--- src/hw/rtl/btlv_pkg.sv ---
`default_nettype none
package btlv_pkg;

    localparam int MAX_DEPTH_DEF     = 4;
    localparam int MAX_OID_BYTES_DEF = 128;
    localparam int MAX_INT_BYTES_DEF = 8;
    localparam int MAX_LEN_BYTES_DEF = 4;
    localparam int RESULT_LIMIT      = 6;

    typedef enum logic [1:0] {
        PH_TAG       = 2'd0,
        PH_LEN_FIRST = 2'd1,
        PH_LEN_MORE  = 2'd2,
        PH_CONTENT   = 2'd3
    } phase_t;

    typedef enum logic [2:0] {
        CL_BAD   = 3'd0,
        CL_SEQ   = 3'd1,
        CL_INT   = 3'd2,
        CL_UNS   = 3'd3,
        CL_NULL  = 3'd4,
        CL_STR   = 3'd5,
        CL_OID   = 3'd6,
        CL_UNSUP = 3'd7
    } class_t;

    localparam logic [3:0] K_SEQ_OPEN  = 4'd0;
    localparam logic [3:0] K_INTEGER   = 4'd1;
    localparam logic [3:0] K_UNSIGNED  = 4'd2;
    localparam logic [3:0] K_NULL      = 4'd3;
    localparam logic [3:0] K_STR_HEAD  = 4'd4;
    localparam logic [3:0] K_STR_BYTE  = 4'd5;
    localparam logic [3:0] K_OID_ARC   = 4'd6;
    localparam logic [3:0] K_SEQ_CLOSE = 4'd7;
    localparam logic [3:0] K_ERROR     = 4'd8;

    localparam logic [3:0] E_NONE       = 4'd0;
    localparam logic [3:0] E_BAD_TAG    = 4'd1;
    localparam logic [3:0] E_INDEF      = 4'd2;
    localparam logic [3:0] E_LEN_LONG   = 4'd3;
    localparam logic [3:0] E_OVERRUN    = 4'd4;
    localparam logic [3:0] E_INT_LONG   = 4'd5;
    localparam logic [3:0] E_OID_LONG   = 4'd6;
    localparam logic [3:0] E_NULL_LEN   = 4'd7;
    localparam logic [3:0] E_TRUNC      = 4'd8;
    localparam logic [3:0] E_UNSUP      = 4'd9;
    localparam logic [3:0] E_TOO_DEEP   = 4'd10;

    // one token as it travels between the parser, the queue and the output
    typedef struct packed {
        logic [3:0]  kind;
        logic [7:0]  tag;
        logic [63:0] value;
        logic [2:0]  depth;
        logic        last_of_item;
        logic [3:0]  error_code;
    } token_t;

    // parsed octet event handed from front to back
    typedef struct packed {
        logic [3:0]  kind;        // K_ERROR means error token
        logic [7:0]  tag;
        logic [63:0] value;
        logic [3:0]  error_code;
        logic        emit;        // primary token present
        logic        oid_split;   // primary is a first-arc pair: value/40, value%40
        logic        trunc;       // append truncation error
        logic [2:0]  depth;       // depth for primary token
        logic [3:0]  n_close;     // closes following the primary
        logic [7:0]  close_tags_0;
        logic [7:0]  close_tags_1;
        logic [7:0]  close_tags_2;
        logic [7:0]  close_tags_3;
        logic [7:0]  close_tags_4;
        logic [7:0]  close_tags_5;
        logic [7:0]  trunc_tag;
    } event_t;

    function automatic class_t classify(input logic [7:0] t);
        class_t c;
        c = CL_BAD;
        if (t == 8'h30 || (t >= 8'hA0 && t <= 8'hA8)) c = CL_SEQ;
        else begin
            case (t)
                8'h02:                      c = CL_INT;
                8'h41, 8'h42, 8'h43, 8'h47: c = CL_UNS;
                8'h05, 8'h80, 8'h81, 8'h82: c = CL_NULL;
                8'h04, 8'h03, 8'h40, 8'h45: c = CL_STR;
                8'h06:                      c = CL_OID;
                8'h44, 8'h46, 8'h48, 8'h49, 8'h4A, 8'h4B, 8'h9F: c = CL_UNSUP;
                default:                    c = CL_BAD;
            endcase
        end
        return c;
    endfunction

endpackage
`default_nettype wire

--- src/hw/rtl/btlv_fifo.sv ---
`default_nettype none
module btlv_fifo
    import btlv_pkg::*;
#(
    parameter int DEPTH = 4
) (
    input  wire logic   clk,
    input  wire logic   rst_n,
    input  wire logic   wr,
    input  wire token_t din,
    output logic        full,
    input  wire logic   rd,
    output token_t      dout,
    output logic        empty
);
    localparam int AW = $clog2(DEPTH);
    token_t       mem_reg [DEPTH];
    logic [AW-1:0] wp_reg, rp_reg;
    logic [AW:0]   cnt_reg;

    assign full  = (cnt_reg == (AW+1)'(DEPTH));
    assign empty = (cnt_reg == '0);
    assign dout  = mem_reg[rp_reg];

    always_ff @(posedge clk or negedge rst_n)
    begin
        if (!rst_n) begin
            wp_reg <= '0; rp_reg <= '0; cnt_reg <= '0;
        end else begin
            if (wr && !full) wp_reg <= AW'(32'(wp_reg) + 1 == DEPTH ? 0 : 32'(wp_reg) + 1);
            if (rd && !empty) rp_reg <= AW'(32'(rp_reg) + 1 == DEPTH ? 0 : 32'(rp_reg) + 1);
            cnt_reg <= cnt_reg + (AW+1)'(wr && !full) - (AW+1)'(rd && !empty);
        end
    end

    always_ff @(posedge clk)
    begin
        if (wr && !full) mem_reg[wp_reg] <= din;
    end
endmodule
`default_nettype wire

--- config.mk ---
export PLATFORM = sky130hd
export DESIGN_NAME = btlv_fifo
export DESIGN_NICKNAME = d
export VERILOG_FILES = /design/src/hw/rtl/btlv_pkg.sv /design/src/hw/rtl/btlv_fifo.sv
export SDC_FILE = /design/constraint.sdc
export NUM_CORES = 1
export LEC_CHECK = 0
export BUFFER_PORTS_ARGS = -buffer_cell sky130_fd_sc_hd__buf_2
export CORE_MARGIN = 4
export CORE_UTILIZATION = 35
export DETAILED_ROUTE_END_ITERATION = 16
export GPL_TIMING_DRIVEN = 0
export HOLD_SLACK_MARGIN = 0.08
export PLACE_DENSITY_LB_ADDON = 0.12
export SLEW_MARGIN = 40
export SYNTH_ARGS = -nofsm -noshare
export SYNTH_HDL_FRONTEND = slang
export SYNTH_SLANG_ARGS = --single-unit
--- constraint.sdc ---
create_clock -name clk -period 4.6 [get_ports clk]
set_clock_uncertainty 0.2 [all_clocks]
set_input_delay 1.15 -clock clk [delete_from_list [all_inputs] [get_ports clk]]
set_output_delay 1.15 -clock clk [all_outputs]
set_load 0.01 [all_outputs]
==> results of run 1 <==
## area by class of cell
cell class	instances	area share, %
Timing Repair Buffer	181	6.67
Clock buffer	48	6.84
Buffer	19	1.15
Inverter	7	0.171
Multi-Input combinational cell	109	13.9
Tap cell	461	3.75
Sequential cell	343	66.7
Clock inverter	18	0.830
## how the worst max path moves through the flow
stage	startpoint	cells past startpoint	slack, ns	end
2_1_floorplan	wr	2	0.50	mem_reg[0][0]$_DFFE_PP_
3_3_place_gp	wr	3	-1.31	mem_reg[2][38]$_DFFE_PP_
3_5_place_dp	rp_reg[1]$_DFFE_PN0P_	4	1.48	dout[34]
4_1_cts	rp_reg[1]$_DFFE_PN0P_	4	0.92	dout[34]
5_1_grt	rp_reg[1]$_DFFE_PN0P_	4	0.86	dout[34]
6_report	rp_reg[1]$_DFFE_PN0P_	4	1.06	dout[30]
## metrics by stage
stage	setup slack [ns]	TNS, ns	hold slack, ns	util, %
after global placement	-1.31	-436.35	0.329	39.5
after global routing	0.861	0	0.261	43.3
after CTS	0.922	0	0.254	43.3
final	1.06	0	0.278	43.3
after detailed placement	1.48	0	0.366	39.9
after floorplan	0.504	0	0.323	-
## cell usage after synthesis (2+ instances only)
master,instances
buf_1,3
and2_1,4
buf_2,6
edfxtp_1,336
mux2_2,3
mux4_2,84
buf_4,4
nor2_1,2
ha_1,7
buf_12,4
dfrtp_1,7
inv_1,7
## worst register-to-register path: stages (launching register included)
cell and delay, ns:
dfrtp_1 0.40, nor3b_2 0.19, nor2b_1 0.36, inv_1 0.08, ha_1 0.28, inv_1 0.04, ha_1 0.19, fa_1 0.41
xnor2_1 0.19
## per-layer routing
layer	vias up	GRT usage [%]	part of all wire, %	wire (um)
met5	-	0	0.089	22
met4	4	3.83	2.4	600
met3	46	3.26	5.7	1410
met2	141	21.4	51	12600
met1	2992	15.9	41	10100
li1	2503	-	-	-
## cell families (layout without fill, tap and decap cells)
family,count (synthesis),in the layout
flip-flops,343,343
AND/OR/NAND/NOR,11,11
multiplexers,87,87
AO/OA/AOI/OAI,1,1
adder cells (fa/ha/maj),8,8
buffers and inverters,26,273
XOR/XNOR,2,2
## power by group
part	leakage [nW]	internal (mW)	switching [mW]	total (mW)
Clock	0.574	1.72	1.11	2.82
Sequential	3.16	4.11	0.139	4.25
Combinational	1.52	1.40	1.59	2.99
Total	5.26	7.23	2.84	10.1
==> reports/qor.txt, run 1 <==
Pwr Total = 10.1 mW
GP Congestion = 0.704
H-tree depth = 2
Largest family of logic cells by synthesized area = multiplexers
Cts repair resizes = 0
HPWL Detailed = 16,000 um
CTS root buf = clkbuf_16
CTS Hold Bufs = 0
Via density = 4.79
TritonRoute pass-1 iters = 4
Max clock buf depth = 3
Avg WL per Cell = 20.9 um
Setup-failing EPs final = 0
RSZ-0062 raised after global routing = no
FF/Latch Area = 10,300 um^2
Commonest non-fill, non-tap cell in the layout = edfxtp_1
CTS tree = yes
Top_reg_cell synth = edfxtp_1
Clk_lat worst skew = 0.50 ns
# diodes = 0
Critical path peak fanout = 10
Final period utilization = 76.9%
Leak = 5.26 nW
Final hold violation count = 0
Unique masters post-synth = 23
Antenna violations before repair = 2
Critical Path AT = 2.19 ns
Max-slew headroom = 49.9%
Total CTS buffers = 38
Largest delay share family, worst path = buffers and inverters
Tightest Hold Check Type = in2async
Multi-input logic area = 2130 um^2
Status = completed
Die width = 198 um
Post-synthesis mux area share = 15.3%
Post-Syn Area per Cell = 26.3 um^2
Total gr overflow = 0
Core area = 35,600 um^2
Fin nets = 795
Peak supply drop = 0.000427 V
Post-Synth Simple-Gate Area = 0.527%
Share of the synthesized area in the top cell type = 80.1%
Synth Area in XOR/XNOR = 0.139%
WP data required = 3.25 ns
First DRT Iteration DRCs = 255
Number of port buffers = 173
# rows = 69
Yosys top cell by area = edfxtp_1
Drt total wl = 24,700 um
Fin. max-slew vios = 0
CP endpoint kind = output port
Clock Sinks = 343
Pin count of the biggest net entering global routing = 34
Critical R2R Launch = cnt_reg[2]$_DFF_PN0_
Cell mode on critical path = buf_2
Post-Synthesis Cells = 478
Starting Density = 35.4%
Max FFs per register = 336
Startpoint types = flip-flop
Reg clk slew, reported paths = 0.06 ns
Setup Buffers After CTS = 0
Post-DRT Antenna Nets = 0
Max Cap Viol = 0
Final worst path period need = 3.54 ns
R2R cell count = 8
# fillers = 3,101
DRC Markers = 0
Most frequent cells in the layout = 336 x edfxtp_1, 179 x buf_2, 84 x mux4_2
Critical path, cell by cell = buf_2 > buf_2 > mux4_2 > buf_2
Via count = 5,686
Vias in the first global route = 6,418
Synth-to-layout area growth = 22.2%
Die H = 198 um
Total Routing Usage GR = 12.6%
Number of flops mapped to enable cells by yosys = 336
Placed insts = 1,120
Post-Syn Nets = 574
Die area = 39,100 um^2
Fmax = 0.283 GHz
Yosys Warn Count = 0
Async SR Flop Fraction = 2.04%
Reg2reg end = cnt_reg[2]$_DFF_PN0_
Worst-margin pin slew = 0.751 ns
Post-Synthesis Cell Area = 12,600 um^2
First-pass GRT wire length = 37,800 um
Adder-Cell Fraction of Synth Area = 0.855%
# IOs = 174
R2r setup slk = 2.18 ns
P per Cell Area = 654 nW/um^2
Bufs and invs on worst path = 3
Sequential element share of the synthesized area = 81.5%
Synth top area cells = edfxtp_1 80%, mux4_2 15%, dfrtp_1 1.4%
Crit-path slowest cell = dfrtp_1
Finished Layout Cells = 1,186
Flops & latches, synth = 343
Post-DP Area = 14,200 um^2
Critical path class = reg2out
Share of layout cells above drive strength 1 = 46.2%
Final Cell Area = 15,400 um^2
Max stage delay on crit path = 0.46 ns
Compound-Gate Fraction of Synth Area = 0.0497%
No activity file was read; power rests on OpenSTA's default activity.
==> inputs of run 2 (changes only) <==
Clock period 4.6 ns to 3.29 ns, I/O delays scaled along.
==> run 2 against run 1 <==
- non-clock buffer count is 3 higher
- largest cell class unchanged
- die area stayed put
- routed wire length is 0.95% lower
- critical path type unchanged
- clock-buffer cell count is 1 higher
- flip-flop and latch count stayed put
- sequential share of layout area is 0.054 points lower
==> reports/qor.txt, run 2 (same netlist as run 1, synthesis figures left out) <==
Number of port buffers = 173
Via count = 5,614
Total gr overflow = 0
Critical Path AT = 2.11 ns
Worst-margin pin slew = 0.643 ns
RSZ-0062 raised after global routing = no
Final Util = 43.3%
TritonRoute pass-1 iters = 4
Post-DRT Antenna Nets = 0
Final hold violation count = 0
CTS tree = yes
Die area = 39,100 um^2
Fin. max-slew vios = 0
CTS root buf = clkbuf_16
Fin nets = 798
Tightest Hold Check Type = in2reg
Die H = 198 um
Via density = 4.72
Reg2reg end = cnt_reg[2]$_DFF_PN0_
Max-slew headroom = 57.2%
Most frequent cells in the layout = 336 x edfxtp_1, 176 x buf_2, 84 x mux4_2
CP endpoint kind = output port
Critical R2R Launch = cnt_reg[2]$_DFF_PN0_
H-tree depth = 2
DRC Markers = 0
Clock Sinks = 343
Max FFs per register = 336
# rows = 69
Setup-failing EPs final = 0
# fillers = 3,157
Total CTS buffers = 38
Final worst path period need = 3.13 ns
Clk_lat worst skew = 0.50 ns
R2r setup slk = 0.88 ns
Core area = 35,600 um^2
Startpoint types = flip-flop
WP data required = 2.27 ns
Multi-input logic area = 2130 um^2
Pin count of the biggest net entering global routing = 35
Die width = 198 um
Antenna violations before repair = 2
Post-DP Area = 14,300 um^2
FF/Latch Area = 10,300 um^2
Share of layout cells above drive strength 1 = 46.6%
Reg clk slew, reported paths = 0.06 ns
Commonest non-fill, non-tap cell in the layout = edfxtp_1
P per Cell Area = 905 nW/um^2
GP Congestion = 0.691
Critical path class = reg2out
Setup TNS = 0 ns
Max clock buf depth = 3
Final period utilization = 95.2%
HPWL Detailed = 15,900 um
First DRT Iteration DRCs = 200
Setup Buffers After CTS = 0
Final Cell Area = 15,400 um^2
Critical path peak fanout = 10
Leak = 5.26 nW
Starting Density = 35.4%
Status = completed
Vias in the first global route = 6,375
Hold_sp = din[24]
Setup WS pre-CTS = 0.491 ns
Synth-to-layout area growth = 22.3%
# IOs = 174
Fmax = 0.319 GHz
Max Cap Viol = 0
Avg WL per Cell = 20.6 um
CP startpoint = rp_reg[1]$_DFFE_PN0P_
# diodes = 0
Crit path setup slack, layout = 0.157 ns
Drt total wl = 24,500 um
Total Routing Usage GR = 12.6%
Worst Setup EP = dout[58]
Pwr Total = 13.9 mW
R2R cell count = 8
Peak supply drop = 0.000610 V
First-pass GRT wire length = 37,300 um
run 2: cell types whose count changed in the layout (fill, tap and decap cells not counted), sizes merged:
cell	before	now
bufinv	2	1
dlygate4sd3	0	1
buf	200	198
clkbuf	48	53
clkinvlp	0	1
inv	7	8
clkinv	16	14
run 2: repair_timing:
item,4_1_cts,5_1_grt
endpoints found under the hold margin,7,0
gates resized for setup,0,4
setup endpoints to repair,16,52
hold buffers,1,0
run 2: through the flow:
step	instances	hold WS, ns
2_1_floorplan	478	0.323
3_3_place_gp	1112	0.335
3_5_place_dp	1122	0.364
4_1_cts	1189	0.284
5_1_grt	1189	0.290
6_report	1189	0.317
run 2: area by class of cell:
| class | count | area share, % |
|---|---|---|
| sequential | 343 | 66.7 |
| multi-input combinational | 109 | 13.9 |
| timing repair buffer | 184 | 7.09 |
| clock buffer | 49 | 6.58 |
| tap | 461 | 3.75 |
| buffer | 19 | 1.21 |
| clock inverter | 17 | 0.683 |
| inverter | 7 | 0.171 |
run 2: worst max-delay path, stage by stage, from the launching register on:
cell and delay, ns:
dfrtp_1 0.45, clkbuf_4 0.29, buf_2 0.33, mux4_2 0.37
buf_2 0.16
run 2: worst min-delay path by stage:
stage	to	slack, ns	cells after the start
floorplan	cnt_reg[0]$_DFF_PN0_	0.32	1
global placement	cnt_reg[0]$_DFF_PN0_	0.34	1
detailed placement	cnt_reg[0]$_DFF_PN0_	0.36	1
CTS	mem_reg[1][20]$_DFFE_PP_	0.28	1
global route	mem_reg[2][24]$_DFFE_PP_	0.29	1
finish	mem_reg[2][24]$_DFFE_PP_	0.32	1
run 2: routing by layer:
metal | global-route usage [%] | vias up | wire (um)
li1 | - | 2507 | -
met1 | 15.0 | 2916 | 9540
met2 | 21.6 | 140 | 12600
met3 | 4.25 | 47 | 1790
met4 | 3.77 | 4 | 556
met5 | 0 | - | 28
run 2: power by group:
group,switching (mW),internal (mW)
Sequential,0.188,5.75
Clock,1.54,2.24
Combinational,2.22,2.00
Total,3.95,9.99
